[src/rtl/ucfp_pkg.sv]
package ucfp_pkg;

	typedef logic [7:0] byte_t;

	// Default store depth and the reset value of the silence register.
	localparam int FRAME_DEPTH_DEF   = 32;
	localparam logic [15:0] SILENCE_RST = 16'd300;

	// Frame head codes.
	localparam byte_t HEAD_SET  = 8'hAA;
	localparam byte_t HEAD_GETP = 8'h55;
	localparam byte_t HEAD_GETV = 8'hA5;

	// Accepted frame lengths.
	localparam int LEN_SET = 11;
	localparam int LEN_GET = 2;

	// Last store index that the parameters of a SET frame occupy.
	localparam int SET_LAST_IDX = 9;

	// Reply lengths and the width of the reply counter.
	localparam int CNT_W          = 4;
	localparam int REPLY_GETP_LEN = 11;
	localparam int REPLY_GETV_LEN = 4;

	// Result kinds.
	localparam logic KIND_TX   = 1'b0;
	localparam logic KIND_SAVE = 1'b1;

endpackage

[src/rtl/ucfp_store.sv]
module ucfp_store
	import ucfp_pkg::*;
#(
	parameter int FRAME_DEPTH = FRAME_DEPTH_DEF
) (
	input  logic                           clk,
	input  logic                           wr_en,
	input  logic [$clog2(FRAME_DEPTH)-1:0] wr_addr,
	input  byte_t                          wr_data,
	input  logic                           rd_en,
	input  logic [$clog2(FRAME_DEPTH)-1:0] rd_addr,
	output byte_t                          rd_data
);

	byte_t mem_q [FRAME_DEPTH];
	byte_t rd_data_q;

	// One write port and one registered read port.
	always_ff @(posedge clk) begin
		if (wr_en) begin
			mem_q[wr_addr] <= wr_data;
		end
		if (rd_en) begin
			rd_data_q <= mem_q[rd_addr];
		end
	end

	assign rd_data = rd_data_q;

endmodule

[src/rtl/uart_command_frame_parser_core.sv]
// Channel  | Handshake                     | Payload
// ---------+-------------------------------+----------------------------------------------
// input    | in_valid, in_stall (driven)   | command, rx_byte, vdc_sample
// output   | out_valid, out_stall (sensed) | kind, tx_byte, last, vdc_*, chopper_on
// config   | wr_en                         | wr_data (silence_ticks)
//
// A byte item, and a tick item that ends no frame, leaves the block idle and ready for the next item.
// A tick item that ends a frame walks the store through its single read port, one byte a
// cycle, then loads the parameters of a SET frame or emits the reply bytes, each held while
// out_stall is high, and last hands the final result over.
// Output stalls hold the block; in_stall stays high until the last result has been taken.
// Reset clears the control state and the parameters; the frame store is not cleared.
module uart_command_frame_parser_core
	import ucfp_pkg::*;
#(
	parameter int FRAME_DEPTH = FRAME_DEPTH_DEF
) (
	input  logic        clk,
	input  logic        arst_n,
	input  logic        wr_en,
	input  logic [15:0] wr_data,
	input  logic        in_valid,
	output logic        in_stall,
	input  logic        command,
	input  logic [7:0]  rx_byte,
	input  logic [15:0] vdc_sample,
	output logic        out_valid,
	input  logic        out_stall,
	output logic        kind,
	output logic [7:0]  tx_byte,
	output logic        last,
	output logic [15:0] vdc_min,
	output logic [15:0] vdc_max,
	output logic [15:0] vdc_critic,
	output logic [15:0] vdc_speed,
	output logic        chopper_on
);

	localparam int IDX_W = $clog2(FRAME_DEPTH);
	localparam int LEN_W = $clog2(FRAME_DEPTH + 1);

	localparam logic [2:0] ST_IDLE  = 3'd0;
	localparam logic [2:0] ST_SCAN  = 3'd1;
	localparam logic [2:0] ST_LOAD  = 3'd2;
	localparam logic [2:0] ST_EMIT  = 3'd3;
	localparam logic [2:0] ST_DRAIN = 3'd4;

	logic [2:0]       state_q;
	logic             phase_q;
	logic [15:0]      silence_ticks_q;
	logic [15:0]      silence_q;
	logic [LEN_W-1:0] len_q;
	logic [LEN_W-1:0] idx_q;
	logic [LEN_W-1:0] tag_q;
	logic             pend_q;
	byte_t            acc_q;
	byte_t            head_q;
	logic [15:0]      vdc_q;
	logic             reply_vdc_q;
	logic [CNT_W-1:0] cnt_q;
	logic [15:0]      min_q, max_q, crit_q, speed_q;
	logic             chop_q;
	logic             out_valid_q, kind_q, last_q;
	byte_t            tx_byte_q;

	logic             in_acc, out_acc;
	logic [15:0]      silence_inc;
	logic             timeout;
	logic             st_wr;
	logic             st_rd;
	logic [LEN_W-1:0] rd_limit;
	byte_t            rd_data;
	logic             frame_good, is_set, is_getp, is_getv;
	byte_t            reply_sel, reply_byte;
	logic [CNT_W-1:0] reply_end;

	assign in_acc  = in_valid && !in_stall;
	assign out_acc = out_valid_q && !out_stall;

	// Saturating silence count and the timeout compare, evaluated on ticks.
	assign silence_inc = (silence_q == 16'hFFFF) ? silence_q : silence_q + 16'd1;
	assign timeout     = silence_inc >= silence_ticks_q;

	// Bytes are stored while the store has room.
	assign st_wr = in_acc && !command && (len_q < LEN_W'(FRAME_DEPTH));

	// The read port steps through the frame while scanning or loading.
	assign rd_limit = (state_q == ST_LOAD) ? LEN_W'(SET_LAST_IDX + 1) : len_q;
	assign st_rd    = ((state_q == ST_SCAN) || (state_q == ST_LOAD)) && (idx_q < rd_limit);

	ucfp_store #(
		.FRAME_DEPTH(FRAME_DEPTH)
	) u_store (
		.clk    (clk),
		.wr_en  (st_wr),
		.wr_addr(len_q[IDX_W-1:0]),
		.wr_data(rx_byte),
		.rd_en  (st_rd),
		.rd_addr(idx_q[IDX_W-1:0]),
		.rd_data(rd_data)
	);

	// Frame check and command decode, valid once the scan has finished.
	always_comb begin
		frame_good = (acc_q == 8'h00) && (head_q inside {HEAD_SET, HEAD_GETP, HEAD_GETV})
			&& ((len_q == LEN_W'(LEN_SET)) || (len_q == LEN_W'(LEN_GET)));
		is_set  = (head_q == HEAD_SET) && (len_q == LEN_W'(LEN_SET));
		is_getp = (head_q == HEAD_GETP) && (len_q == LEN_W'(LEN_GET));
		is_getv = (head_q == HEAD_GETV) && (len_q == LEN_W'(LEN_GET));
	end

	// Reply byte for the current count; the final byte is the running checksum.
	always_comb begin
		reply_sel = 8'h00;
		if (reply_vdc_q) begin
			reply_end = CNT_W'(REPLY_GETV_LEN - 1);
			case (cnt_q)
				4'd0:    reply_sel = HEAD_GETV;
				4'd1:    reply_sel = vdc_q[15:8];
				4'd2:    reply_sel = vdc_q[7:0];
				default: reply_sel = 8'h00;
			endcase
		end else begin
			reply_end = CNT_W'(REPLY_GETP_LEN - 1);
			case (cnt_q)
				4'd0:    reply_sel = HEAD_GETP;
				4'd1:    reply_sel = min_q[15:8];
				4'd2:    reply_sel = min_q[7:0];
				4'd3:    reply_sel = max_q[15:8];
				4'd4:    reply_sel = max_q[7:0];
				4'd5:    reply_sel = crit_q[15:8];
				4'd6:    reply_sel = crit_q[7:0];
				4'd7:    reply_sel = speed_q[15:8];
				4'd8:    reply_sel = speed_q[7:0];
				4'd9:    reply_sel = {7'd0, chop_q};
				default: reply_sel = 8'h00;
			endcase
		end
		reply_byte = (cnt_q == reply_end) ? acc_q : reply_sel;
	end

	// Payload registers that need no reset.
	always_ff @(posedge clk) begin
		if (in_acc && command) begin
			vdc_q <= vdc_sample;
		end
		if (st_rd) begin
			tag_q <= idx_q;
		end
	end

	// Sequencer around the shared read port and XOR accumulator.
	always_ff @(posedge clk or negedge arst_n) begin
		if (!arst_n) begin
			state_q         <= ST_IDLE;
			phase_q         <= 1'b0;
			silence_ticks_q <= SILENCE_RST;
			silence_q       <= 16'd0;
			len_q           <= '0;
			idx_q           <= '0;
			pend_q          <= 1'b0;
			acc_q           <= 8'h00;
			head_q          <= 8'h00;
			reply_vdc_q     <= 1'b0;
			cnt_q           <= '0;
			min_q           <= 16'd0;
			max_q           <= 16'd0;
			crit_q          <= 16'd0;
			speed_q         <= 16'd0;
			chop_q          <= 1'b0;
			out_valid_q     <= 1'b0;
			kind_q          <= KIND_TX;
			last_q          <= 1'b0;
			tx_byte_q       <= 8'h00;
		end else begin
			if (wr_en) begin
				silence_ticks_q <= wr_data;
			end
			if (out_acc && (state_q != ST_EMIT)) begin
				out_valid_q <= 1'b0;
			end
			if (st_rd) begin
				idx_q <= idx_q + LEN_W'(1);
			end
			pend_q <= st_rd;

			case (state_q)
				ST_IDLE: begin
					if (in_acc && !command) begin
						silence_q <= 16'd0;
						if (st_wr) begin
							len_q <= len_q + LEN_W'(1);
						end
					end else if (in_acc) begin
						silence_q <= silence_inc;
						if (timeout) begin
							if (!phase_q) begin
								len_q   <= '0;
								phase_q <= 1'b1;
							end else if (len_q != '0) begin
								idx_q   <= '0;
								acc_q   <= 8'h00;
								state_q <= ST_SCAN;
							end
						end
					end
				end

				ST_SCAN: begin
					// XOR every stored byte and keep the head byte.
					if (pend_q) begin
						acc_q <= acc_q ^ rd_data;
						if (tag_q == '0) begin
							head_q <= rd_data;
						end
					end
					if (!st_rd && !pend_q) begin
						if (!frame_good) begin
							len_q   <= '0;
							state_q <= ST_IDLE;
						end else begin
							silence_q <= 16'd0;
							phase_q   <= 1'b0;
							acc_q     <= 8'h00;
							cnt_q     <= '0;
							if (is_set) begin
								idx_q   <= LEN_W'(1);
								state_q <= ST_LOAD;
							end else if (is_getp) begin
								reply_vdc_q <= 1'b0;
								state_q     <= ST_EMIT;
							end else if (is_getv) begin
								reply_vdc_q <= 1'b1;
								state_q     <= ST_EMIT;
							end else begin
								state_q <= ST_IDLE;
							end
						end
					end
				end

				ST_LOAD: begin
					// Big-endian parameter words from store bytes one to eight, the chopper flag from byte nine.
					if (pend_q) begin
						case (tag_q[3:0])
							4'd1:    min_q[15:8]   <= rd_data;
							4'd2:    min_q[7:0]    <= rd_data;
							4'd3:    max_q[15:8]   <= rd_data;
							4'd4:    max_q[7:0]    <= rd_data;
							4'd5:    crit_q[15:8]  <= rd_data;
							4'd6:    crit_q[7:0]   <= rd_data;
							4'd7:    speed_q[15:8] <= rd_data;
							4'd8:    speed_q[7:0]  <= rd_data;
							4'd9:    chop_q        <= (rd_data != 8'h00);
							default: chop_q        <= chop_q;
						endcase
					end
					if (!st_rd && !pend_q) begin
						out_valid_q <= 1'b1;
						kind_q      <= KIND_SAVE;
						tx_byte_q   <= 8'h00;
						last_q      <= 1'b1;
						state_q     <= ST_DRAIN;
					end
				end

				ST_EMIT: begin
					// One reply byte per hand-over, checksum built on the way.
					if (!out_valid_q || !out_stall) begin
						out_valid_q <= 1'b1;
						kind_q      <= KIND_TX;
						tx_byte_q   <= reply_byte;
						last_q      <= (cnt_q == reply_end);
						acc_q       <= acc_q ^ reply_byte;
						cnt_q       <= cnt_q + CNT_W'(1);
						if (cnt_q == reply_end) begin
							state_q <= ST_DRAIN;
						end
					end
				end

				ST_DRAIN: begin
					if (out_acc) begin
						state_q <= ST_IDLE;
					end
				end

				default: begin
					state_q <= ST_IDLE;
				end
			endcase
		end
	end

	assign in_stall   = (state_q != ST_IDLE);
	assign out_valid  = out_valid_q;
	assign kind       = kind_q;
	assign tx_byte    = tx_byte_q;
	assign last       = last_q;
	assign vdc_min    = min_q;
	assign vdc_max    = max_q;
	assign vdc_critic = crit_q;
	assign vdc_speed  = speed_q;
	assign chopper_on = chop_q;

	// No new item is taken while a result is still on offer.
	a_no_accept_with_result: assert property (@(posedge clk) disable iff (!arst_n)
		!in_stall |-> !out_valid_q)
		else $error("input accepted while a result is pending");

	// A save report is always the only and final result.
	a_save_is_last: assert property (@(posedge clk) disable iff (!arst_n)
		(out_valid_q && kind_q == KIND_SAVE) |-> last_q)
		else $error("save report not marked last");

	// A frame is only checked while reading frames.
	a_scan_in_read: assert property (@(posedge clk) disable iff (!arst_n)
		(state_q == ST_SCAN) |-> phase_q)
		else $error("frame check outside the read phase");

	// The fill count never passes the store depth.
	a_len_bound: assert property (@(posedge clk) disable iff (!arst_n)
		len_q <= LEN_W'(FRAME_DEPTH))
		else $error("frame length beyond store depth");

endmodule

[config.mk]
export PLATFORM = sky130hd
export DESIGN_NAME = uart_command_frame_parser_core
export DESIGN_NICKNAME = d
export VERILOG_FILES = /design/src/rtl/ucfp_pkg.sv /design/src/rtl/ucfp_store.sv /design/src/rtl/uart_command_frame_parser_core.sv
export SDC_FILE = /design/constraint.sdc
export NUM_CORES = 1
export LEC_CHECK = 0
export BUFFER_PORTS_ARGS = -buffer_cell sky130_fd_sc_hd__buf_2
export CORE_MARGIN = 3
export CORE_UTILIZATION = 35
export DETAILED_ROUTE_END_ITERATION = 10
export PLACE_DENSITY_LB_ADDON = 0.1
export REMOVE_ABC_BUFFERS = 1
export SLEW_MARGIN = 20
export SYNTH_ARGS = -nofsm -noshare
export SYNTH_HDL_FRONTEND = slang
export SYNTH_SLANG_ARGS = --single-unit
[constraint.sdc]
create_clock -name clk -period 3.9 [get_ports clk]
set_input_delay 0.585 -clock clk [delete_from_list [all_inputs] [get_ports clk]]
set_output_delay 0.585 -clock clk [all_outputs]
set_load 0.05 [all_outputs]
==> impl_metrics.py, run 1 <==
metrics = {
    "logic_synthesis": {
        "syn_inst": 1383,
        "synthFlopType": "edfxtp_1",
        "synth_seq_cells": 432,
        "synth_area_leaders": "edfxtp_1, dfrtp_1, mux2_2, mux4_2, mux2i_1",
        "yosys_warnings": 0,
        "async_flop_share_pct": 33.8,
        "synth_top_area_share_pct": 44.8,
        "synth_cell_types": 86,
        "avgSynthCellArea_um2": 13.9,
        "synth_area_mm2": 0.0192,
        "ys_seq_area_share_pct": 63.9,
        "yosys.area.top_type": "edfxtp_1",
        "synth_edf_count": 286,
    },
    "cells_and_area": {
        "area_growth_pct": 16.2,
        "antennaDiodeCount": 0,
        "fin_cells": 2266,
        "post_route_cells_drive_above_1_share_pct": 24.5,
        "fin_nets": 1610,
        "final_cell_mix": "edfxtp_1, dfrtp_1, buf_2",
        "layout_commonest_cell": "edfxtp_1",
    },
    "critical_path": {
        "r2r-start": "silence_q[4]",
        "cp-start-kind": "flip-flop",
        "worstPathCellList": "nand4_2 > nor4_1 > buf_4 > nand3_1 > nor3_1 > a21oi_1 > ha_1 > nand2_1 > nor4_2 > o2111ai_1 > o21ai_4 > buf_4 > o2111a_1 > nor2_1",
        "reg2regPathDepth": 14,
        "crit_family": "simple AND/OR/NAND/NOR gates",
        "cp.arrival_ns": 4.04,
        "worst_setup_path_end_kind": "flip-flop",
        "crit_start": "silence_q[4]",
        "timing.critical_path.to": "idx_q[3]",
        "crit_buf_inv": 2,
        "rrSetupSlack_ns": 0.32,
        "r2r_end": "idx_q[3]",
        "cp_data_required_time_ns": 4.36,
        "cp_num_cells": 14,
        "path_max_fanout": 8,
        "critPathKind": "flip-flop to flip-flop",
        "critPathMostFrequentCell": "buf_4",
        "slowest_delay_ns": 0.44,
        "cp_slowest_cell": "dfrtp_1",
    },
    "power": {
        "p_sw_w": 0.00239,
        "ir_worst_vdd_uv": 285,
        "internal_power_w": 0.00767,
        "p_leak_nw": 9.09,
        "finalPower_w": 0.0101,
        "p_per_area_mw_per_mm2": 452,
        "p_comb_share_pct": 6.1,
        "seqPwrFrac_pct": 51.1,
        "swShare_pct": 23.7,
        "clock_power_share_pct": 42.7,
    },
    "timing": {
        "max_freq_mhz": 279,
        "hold_ws_ns": 0.0693,
        "setup_ws_ns": 0.317,
        "setup_viol": 0,
        "setup_tns_ns": 0,
        "finalHoldViolCount": 0,
        "max_slew_margin_pct": 41.6,
        "min_period_ns": 3.58,
        "fin_skew_ns": 0.0167,
        "finalCritPeriodShare_pct": 91.9,
        "grt_setup_unrepaired": "no",
        "slew_violations": 0,
        "tightest_slew_ns": 0.873,
    },
    "clock_network": {
        "numCtsBuffers": 48,
        "cts_root_buf": "clkbuf_16",
        "cts_hold_buf": 0,
        "clockBufferDepth": 3,
        "clk_pin_slew_worst_paths_ns": 0.05,
        "h-tree-depth": 2,
        "cts_tree": "done",
        "clk_latency_ns": 0.59,
        "cts.sink_count": 432,
    },
    "global_route": {
        "groute.usage.overall_pct": 18.0,
        "grt_pass1_wl_um": 78300,
        "grt_pass1_vias": 12300,
        "antenna_found_initial": 1,
        "overflow": 0,
        "grt_max_degree": 80,
    },
    "drt": {
        "wire_per_inst_um": 22.9,
        "drt-total-wl_um": 51900,
        "vias": 12200,
        "dr.pass1.iters": 5,
        "routed_via_density": 5.38,
        "ant_nets": 0,
        "drt_iter0_markers": 949,
        "drcViolationCount": 0,
    },
    "floorplan": {
        "die_h_um": 240,
        "start_util_pct": 35.5,
        "core_area_mm2": 0.0540,
        "ios": 123,
        "dieArea_mm2": 0.0576,
        "num_rows": 85,
        "die_width_um": 240,
    },
    "placement": {
        "dpl.hpwl_um": 34300,
        "gp_congestion": 0.763,
        "placed_cells_incl_taps": 2179,
        "io_buffers": 122,
        "pre_cts_ws_ns": 0.168,
    },
    "hold_path": {
        "hp-class": "input port to async pin",
    },
    "run_status": {
        "outcome": "completed",
    },
    "run": {
        "maxCapViolCount": 0,
    },
}
synth_stat cells, drive strengths merged (4+ instances only):
library cell / n
a41oi: 4
nor3: 15
and2: 6
xnor2: 6
nand2b: 12
o22ai: 14
ha: 31
a21o: 10
and3: 5
nor2b: 7
or4: 4
mux2: 79
inv: 39
a221oi: 9
a21oi: 50
o21a: 8
a22oi: 18
xor2: 10
dfstp: 4
nand4: 8
a22o: 8
a31oi: 14
o21ai: 74
or2: 5
nor2: 74
dfrtp: 142
nor4: 10
buf: 31
clkbuf: 42
o31a: 4
a211oi: 10
mux4: 32
o221ai: 43
edfxtp: 286
a211o: 4
nand3: 24
mux2i: 68
nand3b: 6
nand2: 116
how the worst min path moves through the flow:
| stage | endpoint | slack [ns] |
|---|---|---|
| after global routing | silence_ticks_q[9] | 0.11 |
| final | silence_ticks_q[7] | 0.07 |
| after detailed placement | tx_byte[1] | 0.46 |
| after floorplan | acc_q[0] | 0.29 |
| after CTS | silence_ticks_q[6] | 0.07 |
| after global placement | tx_byte[1] | 0.45 |
stage by stage:
stage	area (um^2)	utilization, %
2_1_floorplan	18900	-
3_3_place_gp	20800	38.4
4_1_cts	22200	41.2
6_report	22300	41.2
3_5_place_dp	20800	38.4
5_1_grt	22300	41.2
final cells by class:
class | instances | area (um^2)
inverter | 40 | 150
sequential | 432 | 12300
timing repair buffer | 173 | 1040
clock inverter | 25 | 201
fill | 5095 | 31800
clock buffer | 62 | 1270
tap | 696 | 871
multi-input combinational | 838 | 6480
flip-flops by register name, indices dropped and copies added, names as in the netlist, 8 cells and up:
name             count
head_q               8
vdc_min             16
vdc_q               16
vdc_max             16
u_store.rd_data      8
acc_q                8
u_store.mem_q      256
silence_q           16
vdc_critic          16
tx_byte              8
vdc_speed           16
silence_ticks_q     16
kinds of logic after synthesis:
logic type / Yosys count / share of synthesized area (%)
AOI/OAI and AO/OA: 302 / 11.0
muxes: 179 / 12.0
and+or+nand+nor: 310 / 8.02
adders and majority gates: 31 / 2.02
xor gates and xnor gates: 16 / 0.731
buffers and inverters: 113 / 2.39
DFF: 432 / 63.9
what timing repair did:
action / in CTS / in global routing
resized for setup: 0 / 3
endpoints found under the setup margin: 0 / 17
buffers inserted: 0 / 0
metal layers:
metal  track usage [%]  vias to the layer above  share of wire, %
met5                 0                        -             0.025
met4              6.21                        2               3.1
met3              2.70                       96               4.3
met2              28.7                      279                47
met1              25.4                     6186                46
li1                  -                     5635                 -
power groups by stage:
| stage | Clock, W | Sequential (W) | Combinational (W) |
|---|---|---|---|
| 2_1_floorplan | 0 | 0.00518 | 0.000343 |
| 3_3_place_gp | 0 | 0.00523 | 0.000614 |
| 3_5_place_dp | 0 | 0.00523 | 0.000623 |
| 4_1_cts | 0.00444 | 0.00514 | 0.000627 |
| 5_1_grt | 0.00461 | 0.00515 | 0.000702 |
| 6_report | 0.00429 | 0.00514 | 0.000618 |
Power figures use the tool's default switching activity.
==> run 2: changes to the inputs <==
--- a/config.mk
+++ b/config.mk
@@ -5,7 +5,7 @@
 export SDC_FILE = /design/constraint.sdc
 export NUM_CORES = 1
 export LEC_CHECK = 0
-export BUFFER_PORTS_ARGS = -buffer_cell sky130_fd_sc_hd__buf_2
+export BUFFER_PORTS_ARGS = -buffer_cell sky130_fd_sc_hd__buf_4
 export CORE_MARGIN = 3
 export CORE_UTILIZATION = 35
 export DETAILED_ROUTE_END_ITERATION = 10
==> constraint.sdc (replaced) <==
create_clock -name clk -period 3.9 [get_ports clk]
set_input_delay 0.195 -clock clk [delete_from_list [all_inputs] [get_ports clk]]
set_output_delay 0.195 -clock clk [all_outputs]
set_load 0.05 [all_outputs]
==> impl_metrics.py, run 2 (synthesized netlist as in run 1, its figures left out) <==
metrics = {
    "cells_and_area": {
        "seq_area_mm2": 0.0123,
        "post_route_cells_drive_above_1_share_pct": 24.1,
        "fin_nets": 1654,
        "largest_reg_flops": 256,
        "layout_commonest_cell": "edfxtp_1",
        "fillers": 5041,
        "multi_input_area_mm2": 0.00648,
        "final_cell_mix": "edfxtp_1, buf_4, dfrtp_1",
        "regMostFlops": "u_store.mem_q",
        "area_growth_pct": 20.4,
        "antennaDiodeCount": 0,
        "fin_cells": 2313,
        "finalCoreUtilization_pct": 42.7,
    },
    "power": {
        "ir_worst_vdd_uv": 491,
        "p_leak_nw": 9.34,
        "p_per_area_mw_per_mm2": 446,
    },
    "global_route": {
        "grtUsageMet1_pct": 25.3,
        "overflow": 0,
        "grt_use_met2_pct": 29.7,
        "grt_max_degree": 85,
        "grt_pass1_vias": 12500,
        "groute.usage.overall_pct": 18.1,
        "antenna_found_initial": 0,
        "grt_pass1_wl_um": 78800,
        "grt_util_met3_pct": 2.50,
        "busiest_layer": "met2",
    },
    "clock_network": {
        "clk_latency_ns": 0.61,
        "numCtsBuffers": 49,
        "clockBufferDepth": 3,
        "cts.sink_count": 432,
        "cts_root_buf": "clkbuf_16",
        "clk_pin_slew_worst_paths_ns": 0.06,
        "cts_tree": "done",
        "h-tree-depth": 2,
    },
    "critical_path": {
        "path_max_fanout": 8,
        "cp_slowest_cell": "dfrtp_1",
        "slowest_delay_ns": 0.51,
        "critPathMostFrequentCell": "buf_4",
        "worst_setup_path_end_kind": "flip-flop",
        "critPathKind": "flip-flop to flip-flop",
        "cp.arrival_ns": 3.99,
        "worstPathCellList": "nand4_4 > nor4_2 > buf_4 > nand3_1 > nor3_1 > a21oi_1 > ha_1 > nand2_1 > nor4_2 > o2111ai_1 > o21ai_2 > buf_4 > buf_4 > o2111a_1 > nor2_1",
        "cp-start-kind": "flip-flop",
        "cp_data_required_time_ns": 4.36,
    },
    "floorplan": {
        "dieArea_mm2": 0.0576,
        "die_width_um": 240,
        "die_h_um": 240,
        "core_area_mm2": 0.0540,
        "num_rows": 85,
        "start_util_pct": 35.5,
        "ios": 123,
    },
    "drt": {
        "dr.pass1.iters": 5,
        "drt_iter0_markers": 844,
        "vias": 12300,
        "drt-total-wl_um": 51900,
        "drcViolationCount": 0,
        "ant_nets": 0,
        "routed_via_density": 5.32,
        "wire_per_inst_um": 22.4,
    },
    "timing": {
        "fin_skew_ns": 0.0353,
        "slew_violations": 0,
        "hold_ws_ns": 0.0218,
        "max_slew_margin_pct": 40.0,
        "min_period_ns": 3.53,
        "finalCritPeriodShare_pct": 90.5,
        "tightest_slew_ns": 0.897,
        "finalHoldViolCount": 0,
        "setup_tns_ns": 0,
        "setup_viol": 0,
        "setup_ws_ns": 0.370,
        "grt_setup_unrepaired": "no",
        "max_freq_mhz": 283,
    },
    "placement": {
        "placed_cells_incl_taps": 2177,
        "gp_congestion": 0.772,
        "dpl.hpwl_um": 34700,
        "pre_cts_ws_ns": 0.200,
        "io_buffers": 122,
    },
    "hold_path": {
        "hp-class": "input port to flip-flop",
    },
    "run": {
        "maxCapViolCount": 0,
    },
    "run_status": {
        "outcome": "completed",
    },
}
[run 2: cell types whose count changed in the layout (fill, tap and decap cells not counted), sizes merged]
cell | previous run | this run
buf | 173 | 172
bufinv | 2 | 3
clkbuf | 62 | 65
clkinv | 23 | 20
dlygate4sd3 | 0 | 44
inv | 39 | 42
[run 2: layout make-up]
class,count,share of cell area (%)
clock buffer,65,5.75
clock inverter,26,1.08
inverter,40,0.651
multi-input combinational,838,28.1
sequential,432,53.1
tap,696,3.77
timing repair buffer,216,7.57
[run 2: final timing paths]
kind                       slack (ns)          from  depth (start not counted)                  end
max                              0.37  silence_q[3]                         15             idx_q[1]
min                              0.02         wr_en                          3  silence_ticks_q[10]
max reg2reg                      0.37  silence_q[3]                         15             idx_q[1]
min reg2reg                      0.48    tx_byte[1]                          1           tx_byte[1]
max in group asynchronous        2.65        arst_n                          3   silence_ticks_q[3]
min in group asynchronous        0.22        arst_n                          2   silence_ticks_q[9]
[run 2: power by group]
group	switching [W]	leakage (nW)	internal, W	total [W]
combinational	0.000417	4.03	0.000236	0.000653
sequential	0.000112	4.53	0.00502	0.00514
clock	0.00189	0.771	0.00261	0.00450
total	0.00242	9.34	0.00787	0.0103
[run 2: what timing repair did]
| action | in CTS | in global routing |
|---|---|---|
| setup endpoints to repair | 0 | 19 |
| hold endpoints to repair | 114 | 0 |
| gates resized for setup | 0 | 3 |
| hold buffers | 44 | 0 |
| setup buffers | 0 | 1 |
[run 2: worst max-delay path, delay by kind of cell (launching register included)]
kind | cells | cell delay (ns)
buffers and inverters | 3 | 0.47
DFF | 1 | 0.51
AOI/OAI and AO/OA | 4 | 0.73
adders and majority gates | 1 | 0.30
and+or+nand+nor | 7 | 1.39
[run 2: metal layers]
layer / vias up / wire length (um)
met5: - / 0
met4: 0 / 1070
met3: 62 / 1860
met2: 253 / 25000
met1: 6255 / 24000
li1: 5736 / -
[run 2: through the flow]
stage | cell area, um^2 | total power [W]
4_1_cts | 23100 | 0.0104
5_1_grt | 23100 | 0.0107
2_1_floorplan | 18900 | 0.00553
6_report | 23100 | 0.0103
3_3_place_gp | 21000 | 0.00584
3_5_place_dp | 21000 | 0.00585
==> run 3: changes to the inputs <==
--- a/config.mk
+++ b/config.mk
@@ -6,7 +6,7 @@
 export NUM_CORES = 1
 export LEC_CHECK = 0
 export BUFFER_PORTS_ARGS = -buffer_cell sky130_fd_sc_hd__buf_4
-export CORE_MARGIN = 3
+export CORE_MARGIN = 4
 export CORE_UTILIZATION = 35
 export DETAILED_ROUTE_END_ITERATION = 10
 export PLACE_DENSITY_LB_ADDON = 0.1
@@ -15,3 +15,4 @@
 export SYNTH_ARGS = -nofsm -noshare
 export SYNTH_HDL_FRONTEND = slang
 export SYNTH_SLANG_ARGS = --single-unit
+export TNS_END_PERCENT = 50
==> constraint.sdc (replaced) <==
create_clock -name clk -period 3.2 [get_ports clk]
set_input_delay 0.16 -clock clk [delete_from_list [all_inputs] [get_ports clk]]
set_output_delay 0.16 -clock clk [all_outputs]
set_load 0.05 [all_outputs]
==> impl_metrics.py, run 3 (synthesized netlist as in run 1, its figures left out) <==
metrics = {
    "run": {
        "maxCapViolCount": 0,
    },
    "floorplan": {
        "start_util_pct": 35.5,
        "die_h_um": 242,
        "ios": 123,
        "die_width_um": 242,
        "core_area_mm2": 0.0540,
        "num_rows": 85,
        "dieArea_mm2": 0.0586,
    },
    "cells_and_area": {
        "antennaDiodeCount": 0,
        "multi_input_area_mm2": 0.00662,
        "post_route_cells_drive_above_1_share_pct": 27.9,
        "final_cell_mix": "edfxtp_1, buf_4, dfrtp_1",
        "fin_nets": 1752,
        "largest_reg_flops": 256,
        "regMostFlops": "u_store.mem_q",
        "finalCoreUtilization_pct": 44.4,
        "layout_commonest_cell": "edfxtp_1",
        "fin_cells": 2407,
        "area_growth_pct": 25.2,
        "seq_area_mm2": 0.0123,
        "fillers": 4881,
    },
    "drt": {
        "ant_nets": 0,
        "drcViolationCount": 0,
        "drt_iter0_markers": 829,
        "wire_per_inst_um": 22.1,
        "dr.pass1.iters": 5,
        "vias": 12800,
        "routed_via_density": 5.31,
        "drt-total-wl_um": 53100,
    },
    "critical_path": {
        "cp-start-kind": "flip-flop",
        "worst_setup_path_end_kind": "flip-flop",
        "cp.arrival_ns": 3.56,
        "critPathKind": "flip-flop to flip-flop",
        "cp_data_required_time_ns": 3.64,
        "path_max_fanout": 7,
    },
    "timing": {
        "min_period_ns": 3.11,
        "max_freq_mhz": 321,
        "finalCritPeriodShare_pct": 97.3,
        "fin_skew_ns": 0.0370,
        "tightest_slew_ns": 0.741,
        "slew_violations": 0,
        "grt_setup_unrepaired": "yes",
        "setup_viol": 0,
        "setup_tns_ns": 0,
        "finalHoldViolCount": 0,
        "max_slew_margin_pct": 50.6,
    },
    "hold_path": {
        "hp-class": "input port to flip-flop",
    },
    "clock_network": {
        "cts.sink_count": 432,
        "clk_pin_slew_worst_paths_ns": 0.06,
        "cts_root_buf": "clkbuf_16",
        "cts_tree": "done",
        "numCtsBuffers": 48,
        "h-tree-depth": 2,
        "clockBufferDepth": 3,
        "clk_latency_ns": 0.58,
    },
    "power": {
        "ir_worst_vdd_uv": 444,
        "p_leak_nw": 9.86,
        "p_per_area_mw_per_mm2": 517,
    },
    "global_route": {
        "overflow": 0,
        "grt_use_met2_pct": 28.7,
        "antenna_found_initial": 0,
        "grt_max_degree": 75,
        "grtUsageMet1_pct": 24.8,
        "grt_util_met3_pct": 2.72,
        "grt_pass1_wl_um": 81200,
        "grt_pass1_vias": 13000,
        "busiest_layer": "met2",
        "groute.usage.overall_pct": 17.7,
    },
    "placement": {
        "placed_cells_incl_taps": 2246,
        "gp_congestion": 0.847,
        "io_buffers": 122,
        "dpl.hpwl_um": 35400,
    },
    "run_status": {
        "outcome": "completed",
    },
}
run 3: changes by cell type in the layout (fill, tap and decap cells not counted), sizes merged:
cell and delta:
clkinv -7, clkinvlp -1, buf +76, dlygate4sd3 +23, clkbuf +7, inv -3, bufinv -1
run 3: power by group:
| group | switching [W] | internal (W) |
|---|---|---|
| Sequential | 0.000109 | 0.00612 |
| Combinational | 0.000562 | 0.000351 |
| Clock | 0.00218 | 0.00308 |
run 3: worst max-delay path: stages (launching register included):
cell	delay [ns]
dfrtp_1	0.37
nand2_2	0.10
buf_4	0.17
nor4_2	0.27
buf_4	0.18
nand2b_1	0.08
buf_4	0.16
xnor2_1	0.12
ha_1	0.26
nand2b_1	0.14
a21o_1	0.20
a31oi_1	0.21
o21ai_2	0.11
buf_12	0.15
and2_4	0.13
buf_4	0.14
a22o_1	0.19
run 3: path summary, 6_finish.rpt:
path / start / to / slack (ns) / depth (start not counted)
max: silence_q[8] / last / 0.09 / 16
max in group asynchronous: arst_n / vdc_min[7] / 2.06 / 3
min: rx_byte[1] / u_store.mem_q[10][1] / 0.03 / 1
min reg2reg: tx_byte[1] / tx_byte[1] / 0.48 / 1
max reg2reg: silence_q[8] / last / 0.09 / 16
min in group asynchronous: arst_n / acc_q[6] / 0.19 / 2
run 3: repair_timing:
action,in CTS,in global routing
gates resized for setup,21,10
pin swaps,4,6
setup endpoints to repair,23,24
hold endpoints to repair,193,0
hold buffers,67,0
buffers inserted,2,6
run 3: metal layers:
layer	up-vias	part of all wire, %
li1	5937	-
met1	6472	46
met2	297	47
met3	80	4.0
met4	0	2.8
met5	-	0
run 3: layout make-up:
class,instances,share of cell area [%]
Sequential cell,432,51.1
Multi-Input combinational cell,838,27.6
Timing Repair Buffer,315,10.8
Clock buffer,72,5.63
Tap cell,696,3.63
Clock inverter,14,0.626
Inverter,40,0.626
run 3: through the flow:
| step | area, um^2 | setup WS [ns] | total power (W) | hold slack [ns] |
|---|---|---|---|---|
| after floorplan | 18900 | -2.16 | 0.00674 | -0.136 |
| after global placement | 21600 | -0.172 | 0.00715 | 0.242 |
| after detailed placement | 21600 | -0.252 | 0.00718 | 0.252 |
| after CTS | 23900 | -0.00113 | 0.0126 | 0.000324 |
| after global routing | 24000 | -0.0744 | 0.0129 | 0.0149 |
| final | 24000 | 0.0854 | 0.0124 | 0.0284 |
